## src/rtl/core/wavetable_voice_with_envelope_defines.svh

```systemverilog
// Assertion macros for the wavetable voice.
// Included by files that check their own logic; no other dependencies.
`ifndef WAVETABLE_VOICE_WITH_ENVELOPE_DEFINES_SVH
`define WAVETABLE_VOICE_WITH_ENVELOPE_DEFINES_SVH

// Same-cycle implication, checked while out of reset.
`define WV_ASSERT_NOW(lbl, ante, cons, msg) \
    lbl: assert property (@(posedge clk) disable iff (!rst_n) (ante) |-> (cons)) \
        else $error(msg);

// Next-cycle implication, checked while out of reset.
`define WV_ASSERT_NEXT(lbl, ante, cons, msg) \
    lbl: assert property (@(posedge clk) disable iff (!rst_n) (ante) |=> (cons)) \
        else $error(msg);

`endif

```

## src/rtl/core/wvenv_pkg.sv

```systemverilog
// Shared constants, codes and helpers for the wavetable voice.
// No dependencies; imported by the voice top level.
package wvenv_pkg;

    // Wave memory geometry.
    localparam int WAVE_TABLES = 5;
    localparam int WAVE_LENGTH = 32;
    localparam int MEM_DEPTH   = WAVE_TABLES * WAVE_LENGTH;
    localparam int MEM_AW      = $clog2(MEM_DEPTH);
    localparam int POS_W       = $clog2(WAVE_LENGTH);

    // Phase accumulator arithmetic.
    localparam int PHASE_W = 28;
    localparam logic [15:0] SAMPLE_RATE_MUL = 16'd41700;
    localparam logic [11:0] FREQ_SPAN       = 12'd2048;
    localparam logic [PHASE_W-1:0] CLOCK_ADD = PHASE_W'(5000000);

    // Item function codes.
    localparam logic [1:0] FUNC_WRITE = 2'd0;
    localparam logic [1:0] FUNC_START = 2'd1;
    localparam logic [1:0] FUNC_STOP  = 2'd2;
    localparam logic [1:0] FUNC_TICK  = 2'd3;

    // Configuration register indexes.
    localparam logic [2:0] REG_FREQ      = 3'd0;
    localparam logic [2:0] REG_WAVE_SEL  = 3'd1;
    localparam logic [2:0] REG_ENV_INIT  = 3'd2;
    localparam logic [2:0] REG_ENV_STEP  = 3'd3;
    localparam logic [2:0] REG_ENV_UP    = 3'd4;
    localparam logic [2:0] REG_ENV_RPT   = 3'd5;
    localparam logic [2:0] REG_VOL_LEFT  = 3'd6;
    localparam logic [2:0] REG_VOL_RIGHT = 3'd7;

    // Envelope end points.
    localparam logic [3:0] ENV_MAX = 4'hf;
    localparam logic [3:0] ENV_MIN = 4'h0;

    // Wave sample midpoint.
    localparam logic [5:0] WAVE_MID = 6'h20;

    // Fold a table selection into range by repeated subtraction.
    function automatic logic [2:0] table_wrap(input logic [2:0] sel);
        logic [3:0] t;
        t = {1'b0, sel};
        for (int i = 0; i < 8; i++)
        begin
            if (t >= 4'(WAVE_TABLES))
            begin
                t = t - 4'(WAVE_TABLES);
            end
        end
        return t[2:0];
    endfunction

    // Channel level from volume and envelope: ((vol*env)>>3)+1, or 0.
    function automatic logic [4:0] channel_level(input logic [3:0] vol,
                                                 input logic [3:0] env);
        logic [7:0] lv;
        lv = vol * env;
        return (lv == 8'd0) ? 5'd0 : 5'(lv >> 3) + 5'd1;
    endfunction

endpackage

```

## src/rtl/core/wavetable_voice_with_envelope.sv

```systemverilog
// Wavetable sound voice with a 4-bit volume envelope.
// Depends on wvenv_pkg and wavetable_voice_with_envelope_defines.svh.
//
// Usage: an input beat carries func plus the wave write fields. A wave write,
// start or stop is handled in S_IDLE and yields no output beat. A sample
// tick yields one output beat with sample_left and sample_right.
// A tick on a stopped voice goes from S_IDLE straight to S_EMIT, which loads the
// output register; a tick on a running voice passes S_DIV, N steps in S_DRAIN,
// S_READ, S_LEVEL and S_EMIT, N being the number of phase subtractions this
// tick performs. The phase drain runs one compare and subtract per cycle on a
// single shared 28-bit add/subtract unit, which also applies the phase increment;
// N is near 120 at the highest pitch and at most about 2170 after a pitch change.
// in_ready is high only while the sequencer is idle; one item is in work at
// a time. The output register holds a finished beat while out_ready is low,
// and the next input beat is still accepted meanwhile; a second tick waits in
// its last step until the register is free.
// Reset clears the configuration, the voice state and the wave memory valid
// bits (entries never written read as zero); there is no clearing pass.
// Configuration writes take effect in the cycle after cfg_wr_en is high.

`include "wavetable_voice_with_envelope_defines.svh"

module wavetable_voice_with_envelope
    import wvenv_pkg::*;
(
    input  logic               clk,
    input  logic               rst_n,

    input  logic               cfg_wr_en,
    input  logic [2:0]         cfg_index,
    input  logic [10:0]        cfg_data,

    input  logic               in_valid,
    output logic               in_ready,
    input  logic [1:0]         func,
    input  logic [2:0]         table_number,
    input  logic [4:0]         entry_position,
    input  logic [5:0]         entry_value,

    output logic               out_valid,
    input  logic               out_ready,
    output logic signed [15:0] sample_left,
    output logic signed [15:0] sample_right
);

    typedef enum logic [2:0] {
        S_IDLE,
        S_DIV,
        S_DRAIN,
        S_READ,
        S_LEVEL,
        S_EMIT
    } state_t;

    state_t state_reg;

    // Configuration registers.
    logic [10:0] freq_reg;
    logic [2:0]  wave_sel_reg;
    logic [3:0]  env_init_reg;
    logic [2:0]  env_step_reg;
    logic        env_up_reg;
    logic        env_rpt_reg;
    logic [3:0]  vol_left_reg;
    logic [3:0]  vol_right_reg;

    // Voice state.
    logic               running_reg;
    logic [PHASE_W-1:0] phase_reg;
    logic [POS_W-1:0]   wave_pos_reg;
    logic [3:0]         env_level_reg;
    logic [2:0]         env_timer_reg;

    // Working registers of one tick.
    logic [PHASE_W-1:0] div_reg;
    logic [3:0]         env_used_reg;
    logic signed [6:0]  wave_reg;
    logic [4:0]         lvl_left_reg;
    logic [4:0]         lvl_right_reg;

    // Output register.
    logic               out_valid_reg;
    logic signed [15:0] left_reg;
    logic signed [15:0] right_reg;

    // Wave memory with per-entry valid bits.
    logic [5:0]        wave_mem [MEM_DEPTH];
    logic              mem_valid_reg [MEM_DEPTH];
    logic [5:0]        rdata_reg;
    logic              rvalid_reg;
    logic [MEM_AW-1:0] rd_addr;
    logic [MEM_AW-1:0] wr_addr;
    logic              mem_we;

    logic in_accept;
    logic out_free;
    logic start_accept;
    logic tick_accept;

    assign in_ready     = (state_reg == S_IDLE);
    assign in_accept    = in_valid && in_ready;
    assign out_free     = !out_valid_reg || out_ready;
    assign start_accept = in_accept && (func == FUNC_START);
    assign tick_accept  = in_accept && (func == FUNC_TICK);

    assign out_valid    = out_valid_reg;
    assign sample_left  = left_reg;
    assign sample_right = right_reg;

    // Memory addressing; writes to tables beyond the memory are dropped.
    assign mem_we  = in_accept && (func == FUNC_WRITE)
                     && ({1'b0, table_number} < 4'(WAVE_TABLES));
    assign wr_addr = MEM_AW'({table_number, entry_position});
    assign rd_addr = MEM_AW'({table_wrap(wave_sel_reg), wave_pos_reg});

    // Divider for the current pitch: one 16x12 product.
    logic [11:0]        freq_span;
    logic [PHASE_W-1:0] div_prod;

    assign freq_span = FREQ_SPAN - {1'b0, freq_reg};
    assign div_prod  = PHASE_W'(SAMPLE_RATE_MUL) * PHASE_W'(freq_span);

    // Shared add/subtract unit: drains the phase or adds the increment.
    logic               alu_sub;
    logic [PHASE_W-1:0] alu_b;
    logic [PHASE_W:0]   alu_res;
    logic               phase_above;

    assign alu_sub     = (state_reg == S_DRAIN);
    assign alu_b       = alu_sub ? div_reg : CLOCK_ADD;
    assign alu_res     = alu_sub ? ({1'b0, phase_reg} - {1'b0, alu_b})
                                 : ({1'b0, phase_reg} + {1'b0, alu_b});
    assign phase_above = alu_sub && !alu_res[PHASE_W] && (alu_res != '0);

    // Envelope step for this tick.
    logic [3:0] env_next;
    logic [2:0] timer_next;

    always_comb
    begin
        env_next   = env_level_reg;
        timer_next = env_timer_reg + 3'd1;
        if (env_timer_reg == env_step_reg)
        begin
            timer_next = 3'd0;
            if (env_up_reg)
            begin
                if (env_level_reg == ENV_MAX)
                begin
                    if (env_rpt_reg)
                    begin
                        env_next = ENV_MIN;
                    end
                end
                else
                begin
                    env_next = env_level_reg + 4'd1;
                end
            end
            else
            begin
                if (env_level_reg == ENV_MIN)
                begin
                    if (env_rpt_reg)
                    begin
                        env_next = ENV_MAX;
                    end
                end
                else
                begin
                    env_next = env_level_reg - 4'd1;
                end
            end
        end
    end

    // Final scaling: wave times level, then times 32.
    logic signed [12:0] prod_left;
    logic signed [12:0] prod_right;
    logic signed [6:0]  wave_now;

    assign wave_now   = rvalid_reg ? ($signed({1'b0, rdata_reg}) - $signed({1'b0, WAVE_MID}))
                                   : -$signed({1'b0, WAVE_MID});
    assign prod_left  = wave_reg * $signed({1'b0, lvl_left_reg});
    assign prod_right = wave_reg * $signed({1'b0, lvl_right_reg});

    // Wave memory storage and registered read.
    always_ff @(posedge clk)
    begin
        if (mem_we)
        begin
            wave_mem[wr_addr] <= entry_value;
        end
        rdata_reg  <= wave_mem[rd_addr];
        rvalid_reg <= mem_valid_reg[rd_addr];
    end

    // Valid bits: an entry reads as zero until it is written.
    always_ff @(posedge clk or negedge rst_n)
    begin
        if (!rst_n)
        begin
            for (int i = 0; i < MEM_DEPTH; i++)
            begin
                mem_valid_reg[i] <= 1'b0;
            end
        end
        else if (mem_we)
        begin
            mem_valid_reg[wr_addr] <= 1'b1;
        end
    end

    // Configuration write port.
    always_ff @(posedge clk or negedge rst_n)
    begin
        if (!rst_n)
        begin
            freq_reg      <= '0;
            wave_sel_reg  <= '0;
            env_init_reg  <= '0;
            env_step_reg  <= '0;
            env_up_reg    <= 1'b0;
            env_rpt_reg   <= 1'b0;
            vol_left_reg  <= '0;
            vol_right_reg <= '0;
        end
        else if (cfg_wr_en)
        begin
            unique case (cfg_index)
                REG_FREQ:      freq_reg      <= cfg_data;
                REG_WAVE_SEL:  wave_sel_reg  <= cfg_data[2:0];
                REG_ENV_INIT:  env_init_reg  <= cfg_data[3:0];
                REG_ENV_STEP:  env_step_reg  <= cfg_data[2:0];
                REG_ENV_UP:    env_up_reg    <= cfg_data[0];
                REG_ENV_RPT:   env_rpt_reg   <= cfg_data[0];
                REG_VOL_LEFT:  vol_left_reg  <= cfg_data[3:0];
                REG_VOL_RIGHT: vol_right_reg <= cfg_data[3:0];
                default:       ;
            endcase
        end
    end

    // Tick working registers; payload only, no reset needed.
    always_ff @(posedge clk)
    begin
        if (state_reg == S_DIV)
        begin
            div_reg <= div_prod;
        end
        if (state_reg == S_READ)
        begin
            env_used_reg <= env_level_reg;
        end
        if (tick_accept && !running_reg)
        begin
            wave_reg      <= '0;
            lvl_left_reg  <= '0;
            lvl_right_reg <= '0;
        end
        else if (state_reg == S_LEVEL)
        begin
            wave_reg      <= wave_now;
            lvl_left_reg  <= channel_level(vol_left_reg, env_used_reg);
            lvl_right_reg <= channel_level(vol_right_reg, env_used_reg);
        end
        if ((state_reg == S_EMIT) && out_free)
        begin
            left_reg  <= 16'({prod_left, 5'b0});
            right_reg <= 16'({prod_right, 5'b0});
        end
    end

    // Sequencer, voice state and output valid.
    always_ff @(posedge clk or negedge rst_n)
    begin
        if (!rst_n)
        begin
            state_reg     <= S_IDLE;
            running_reg   <= 1'b0;
            phase_reg     <= '0;
            wave_pos_reg  <= '0;
            env_level_reg <= '0;
            env_timer_reg <= '0;
            out_valid_reg <= 1'b0;
        end
        else
        begin
            // A new beat replaces the old one; otherwise a taken beat clears.
            if ((state_reg == S_EMIT) && out_free)
            begin
                out_valid_reg <= 1'b1;
            end
            else if (out_ready)
            begin
                out_valid_reg <= 1'b0;
            end

            unique case (state_reg)
                S_IDLE:
                begin
                    if (in_accept)
                    begin
                        unique case (func)
                            FUNC_WRITE: ;
                            FUNC_START:
                            begin
                                if (!running_reg)
                                begin
                                    env_level_reg <= env_init_reg;
                                end
                                running_reg   <= 1'b1;
                                phase_reg     <= '0;
                                wave_pos_reg  <= '0;
                                env_timer_reg <= '0;
                            end
                            FUNC_STOP:
                            begin
                                running_reg <= 1'b0;
                            end
                            FUNC_TICK:
                            begin
                                state_reg <= running_reg ? S_DIV : S_EMIT;
                            end
                            default: ;
                        endcase
                    end
                end

                S_DIV:
                begin
                    state_reg <= S_DRAIN;
                end

                // One subtraction per cycle while the phase exceeds the divider.
                S_DRAIN:
                begin
                    if (phase_above)
                    begin
                        phase_reg    <= alu_res[PHASE_W-1:0];
                        wave_pos_reg <= wave_pos_reg + POS_W'(1);
                    end
                    else
                    begin
                        state_reg <= S_READ;
                    end
                end

                // Memory read is issued; phase increment and envelope step.
                S_READ:
                begin
                    phase_reg     <= alu_res[PHASE_W-1:0];
                    env_level_reg <= env_next;
                    env_timer_reg <= timer_next;
                    state_reg     <= S_LEVEL;
                end

                S_LEVEL:
                begin
                    state_reg <= S_EMIT;
                end

                // Leave once the output register has taken the beat.
                S_EMIT:
                begin
                    if (out_free)
                    begin
                        state_reg <= S_IDLE;
                    end
                end

                default:
                begin
                    state_reg <= S_IDLE;
                end
            endcase
        end
    end

    // Checks on the sequencer and the phase loop.
    `WV_ASSERT_NOW(a_drain_done, state_reg == S_READ, phase_reg <= div_reg, "drain overrun")
    `WV_ASSERT_NEXT(a_pos_hold, (state_reg != S_DRAIN) && !start_accept, $stable(wave_pos_reg), "position moved")
    `WV_ASSERT_NEXT(a_stopped_tick, tick_accept && !running_reg, state_reg == S_EMIT, "stopped tick stuck")

endmodule
```

## config.mk

```make
export PLATFORM = sky130hd
export DESIGN_NAME = wavetable_voice_with_envelope
export DESIGN_NICKNAME = d
export VERILOG_FILES = /design/src/rtl/core/wvenv_pkg.sv /design/src/rtl/core/wavetable_voice_with_envelope.sv
export VERILOG_INCLUDE_DIRS = /design/src /design/src/rtl/core
export SDC_FILE = /design/constraint.sdc
export NUM_CORES = 2
export LEC_CHECK = 0
export ABC_AREA = 1
export BUFFER_PORTS_ARGS = -buffer_cell sky130_fd_sc_hd__buf_4
export CAP_MARGIN = 0
export CORE_MARGIN = 2
export CORE_UTILIZATION = 53
export CTS_CLUSTER_DIAMETER = 120
export DETAILED_ROUTE_END_ITERATION = 10
export PLACE_DENSITY = 0.69
export SYNTH_ARGS = -nofsm -noshare
export SYNTH_HDL_FRONTEND = slang
export SYNTH_SLANG_ARGS = --single-unit
```

## constraint.sdc

```tcl
create_clock -name clk -period 10.4 [get_ports clk]
set_clock_uncertainty 0.1 [all_clocks]
set_input_delay 2.08 -clock clk [delete_from_list [all_inputs] [get_ports clk]]
set_output_delay 2.08 -clock clk [all_outputs]
set_load 0.005 [all_outputs]
```

==> results.txt <==
layout overhead on the synthesized area: 9.88%
area of the die: 115000 sq um
number of flip-flops under the largest register name: 960
buffers inserted by post-CTS timing repair: 0
Most Frequent Cell on Critical Path: sky130_fd_sc_hd__fa_1
number of antenna diodes: 0
Post-Layout Cell Count: 7120
biggest fanout along the worst timing path: 10
number of synthesized register bits: 1269
cell count after synthesis: 5571
# hold bufs at CTS: 0
Min-Delay Startpoint: rdata_reg[5]
top cell type by total area after synthesis: sky130_fd_sc_hd__edfxtp_1
most used flip-flop cell after synthesis: sky130_fd_sc_hd__edfxtp_1
Vias/cell: 5.80
average size of a mapped cell: 10.7 sq um
switching power summed over all nets: 6.15 mW
fraction of power consumed by the clock network: 0.280
most frequent standard cell in the layout excluding fill and tap cells: sky130_fd_sc_hd__edfxtp_1
Cells on Worst Hold Path: 1
Fmax achieved: 141 MHz
number of antenna violations at the first check in global routing: 6
CP Data Required Time: 10.77 ns
power per unit of standard cell area: 259 nW/um^2
switching power as a share of total power: 0.364
post-synth design cell area: 59400 sq um
internal power of the cells: 10.7 mW
global-route met2 utilization: 0.416
setup slack on the worst flop-to-flop path: 3.32 ns
Top delay family on crit path: adder cells
endpoints failing setup: 0
max-cap violations: 0
Worst path slowest cell: sky130_fd_sc_hd__nor3_1
Post-Place Worst Slack: 3.32 ns
horizontal die dimension: 339 um
clock tree from TritonCTS: built
Slew @ Worst Pin: 1.21 ns
post-layout minimum cycle time: 7.08 ns
number of clock sinks: 1269
deepest level of the CTS H-tree: 4
CP endpoint kind: register
vias after detailed routing: 41261
final RePlAce weighted congestion: 0.855
global routing usage on met3: 0.0510
sum of net half-perimeters after detailed placement: 90700 um
Arrival @ worst endpoint: 7.45 ns
sequential cell area fraction in the yosys report: 0.618
worst path cell trace: nor2_1 -> inv_1 -> nor2_1 -> inv_1 -> nor2_1 -> nand3_1 -> nor2_1 -> nand3_1 -> nor3_1 -> fa_1 -> fa_1 -> fa_1 -> inv_1 -> fa_1 -> fa_1 -> ha_1 -> nand2_1 -> o21ai_0 -> inv_1 -> o21ai_0 -> a31oi_1 -> o21ai_0 -> xor2_1
maximum number of pins on one net before global-route repair: 214
number of hold violations in the final report: 0
overall track demand over capacity in global routing: 0.262
sequential share of power: 0.361
worst skew pair latency: 0.75 ns
Root Driver: sky130_fd_sc_hd__clkbuf_16
longest individual stage delay on the worst path: 0.87 ns
Crit Reg-Reg Startpoint: freq_reg[0]
count of standard-cell rows: 122
cells on worst reg2reg path: 23
Buf/Inv on CP: 4
Max clock buf depth: 3
clock-pin slew of the registers on the worst-case setup and hold paths: 0.06 ns
hold endpoint: wave_reg[5]
sum of negative setup slack: 0 ns
Setup crit start: freq_reg[0]
most area-consuming cells after synthesis: sky130_fd_sc_hd__edfxtp_1 51%, sky130_fd_sc_hd__dfrtp_1 9.9%, sky130_fd_sc_hd__o21ai_0 6.1%, sky130_fd_sc_hd__nor2_1 5.3%, sky130_fd_sc_hd__nand2_1 4.3%
number of optimization iterations in the first detailed-route pass: 9
total placed cells including tap cells: 6873
starting density of the core: 0.535
Top Usage Layer GRT: met2
worst voltage drop across the vdd grid: 0.194 mV
commonest cells after routing, fill and taps aside: 1012 x sky130_fd_sc_hd__edfxtp_1, 828 x sky130_fd_sc_hd__nor2_1, 728 x sky130_fd_sc_hd__o21ai_0
routed length per instance: 21.1 um
post-synthesis async set-or-reset flop share: 0.184
final number of max-transition violations: 0
run status: finished, violations left
overall power of the completed layout: 16.9 mW
met1 usage: 0.355
count of different cell masters after synthesis: 58
die height: 339 um
number of routed nets with antenna violations: 0
remaining routing DRC violations: 1
Slew headroom: 0.191
number of violations reported at the end of detailed-routing iteration 0: 4570
portion of synthesized cell area occupied by the leading cell type: 0.512
combinational cell fraction of total power: 0.359
Ys Warns: 0
count of input and output buffers: 58
class of the most critical setup path: register to register
violated checks: DRC
vias in the first global route: 40106
wire length of the first global-routing pass: 233000 um
Final nets: 5823
Core Box Area: 111000 sq um
number of buffers created by CTS: 133
final worst-path setup slack: 3.32 ns
fraction of final layout cells with drive strength greater than 1: 0.0804
unrepaired setup endpoints after global routing: false
number of enable-type register cells in the synthesized netlist: 1012
Reg2Reg Capture Point: div_reg[25]
Tightest Hold Check Type: register to register
part of the cycle the worst path needs: 0.681
cts repair resizes: 0
residual overflow from global routing: 0
I/O pin total: 69
worst hold slack across all endpoints: 0.327 ns
post-detailed-routing wire length: 150000 um
leak pwr: 26.1 nW
critical path launch point type: register
metrics by stage:
| step | utilization | instance area, sq um |
|---|---|---|
| 3_5_place_dp | 0.549 | 60900 |
| 2_1_floorplan | - | 59400 |
| 6_report | 0.588 | 65300 |
| 4_1_cts | 0.588 | 65300 |
| 3_3_place_gp | 0.549 | 60900 |
| 5_1_grt | 0.588 | 65300 |
power groups by stage:
stage	combinational (mW)	clock (mW)	sequential (mW)
floorplan	4.60	0	6.11
global placement	5.91	0	6.20
detailed placement	6.01	0	6.20
CTS	6.05	4.79	6.10
global route	6.90	4.99	6.13
finish	6.05	4.73	6.10
cell families after synthesis:
| group | after synthesis | synth area share |
|---|---|---|
| adder cells (fa/ha/maj) | 268 | 0.0671 |
| AO/OA/AOI/OAI | 1240 | 0.116 |
| flip-flops | 1269 | 0.618 |
| other | 1 | 0.0000631 |
| XOR/XNOR | 73 | 0.0108 |
| buffers and inverters | 795 | 0.0526 |
| multiplexers | 1 | 0.000190 |
| AND/OR/NAND/NOR | 1924 | 0.136 |
synthesized netlist by cell type (3+ instances only):
| library cell | instances |
|---|---|
| sky130_fd_sc_hd__nand2_4 | 3 |
| sky130_fd_sc_hd__or2_2 | 71 |
| sky130_fd_sc_hd__o21ai_0 | 728 |
| sky130_fd_sc_hd__buf_4 | 12 |
| sky130_fd_sc_hd__inv_1 | 486 |
| sky130_fd_sc_hd__nor3_1 | 16 |
| sky130_fd_sc_hd__nand3_1 | 209 |
| sky130_fd_sc_hd__nand3_2 | 6 |
| sky130_fd_sc_hd__buf_6 | 3 |
| sky130_fd_sc_hd__nor2_1 | 831 |
| sky130_fd_sc_hd__a21oi_1 | 179 |
| sky130_fd_sc_hd__dfrtp_1 | 234 |
| sky130_fd_sc_hd__o211ai_1 | 18 |
| sky130_fd_sc_hd__buf_2 | 43 |
| sky130_fd_sc_hd__dfxtp_1 | 23 |
| sky130_fd_sc_hd__o21bai_1 | 8 |
| sky130_fd_sc_hd__nand2_2 | 27 |
| sky130_fd_sc_hd__edfxtp_1 | 1012 |
| sky130_fd_sc_hd__ha_1 | 184 |
| sky130_fd_sc_hd__a31oi_1 | 42 |
| sky130_fd_sc_hd__nor2_4 | 4 |
| sky130_fd_sc_hd__buf_1 | 23 |
| sky130_fd_sc_hd__clkbuf_1 | 217 |
| sky130_fd_sc_hd__o22ai_1 | 180 |
| sky130_fd_sc_hd__and3_1 | 4 |
| sky130_fd_sc_hd__xnor2_1 | 29 |
| sky130_fd_sc_hd__nand3b_1 | 9 |
| sky130_fd_sc_hd__nand4_1 | 27 |
| sky130_fd_sc_hd__a221o_1 | 8 |
| sky130_fd_sc_hd__o221ai_1 | 57 |
| sky130_fd_sc_hd__nand2_1 | 685 |
| sky130_fd_sc_hd__fa_1 | 84 |
| sky130_fd_sc_hd__inv_2 | 9 |
| sky130_fd_sc_hd__a211oi_1 | 4 |
| sky130_fd_sc_hd__or2_1 | 11 |
| sky130_fd_sc_hd__nor2_2 | 15 |
| sky130_fd_sc_hd__xor2_1 | 44 |
metal layers:
layer | wire (um) | part of all wire | up-vias
met1 | 61000 | 0.41 | 20012
met5 | 43 | 0.00029 | -
li1 | - | - | 19171
met4 | 5920 | 0.039 | 6
met2 | 70500 | 0.47 | 1728
met3 | 12900 | 0.086 | 344
layout make-up:
| type | count | area, sq um |
|---|---|---|
| well taps | 1488 | 1860 |
| inverters | 496 | 1870 |
| repair buffers | 104 | 813 |
| fillers | 9131 | 45700 |
| flip-flops and latches | 1269 | 36700 |
| clock inverters | 61 | 639 |
| multi-input cells | 3516 | 19600 |
| clock buffers | 186 | 3740 |
how the worst max path moves through the flow:
stage          slack (ns)  cells after the start           to
6_report             3.32                     23  div_reg[25]
4_1_cts              3.29                     23  div_reg[25]
3_3_place_gp         3.38                     23  div_reg[25]
5_1_grt              2.72                     23  div_reg[25]
2_1_floorplan        4.12                     24  div_reg[25]
3_5_place_dp         3.32                     23  div_reg[25]
Power figures use the tool's default switching activity.
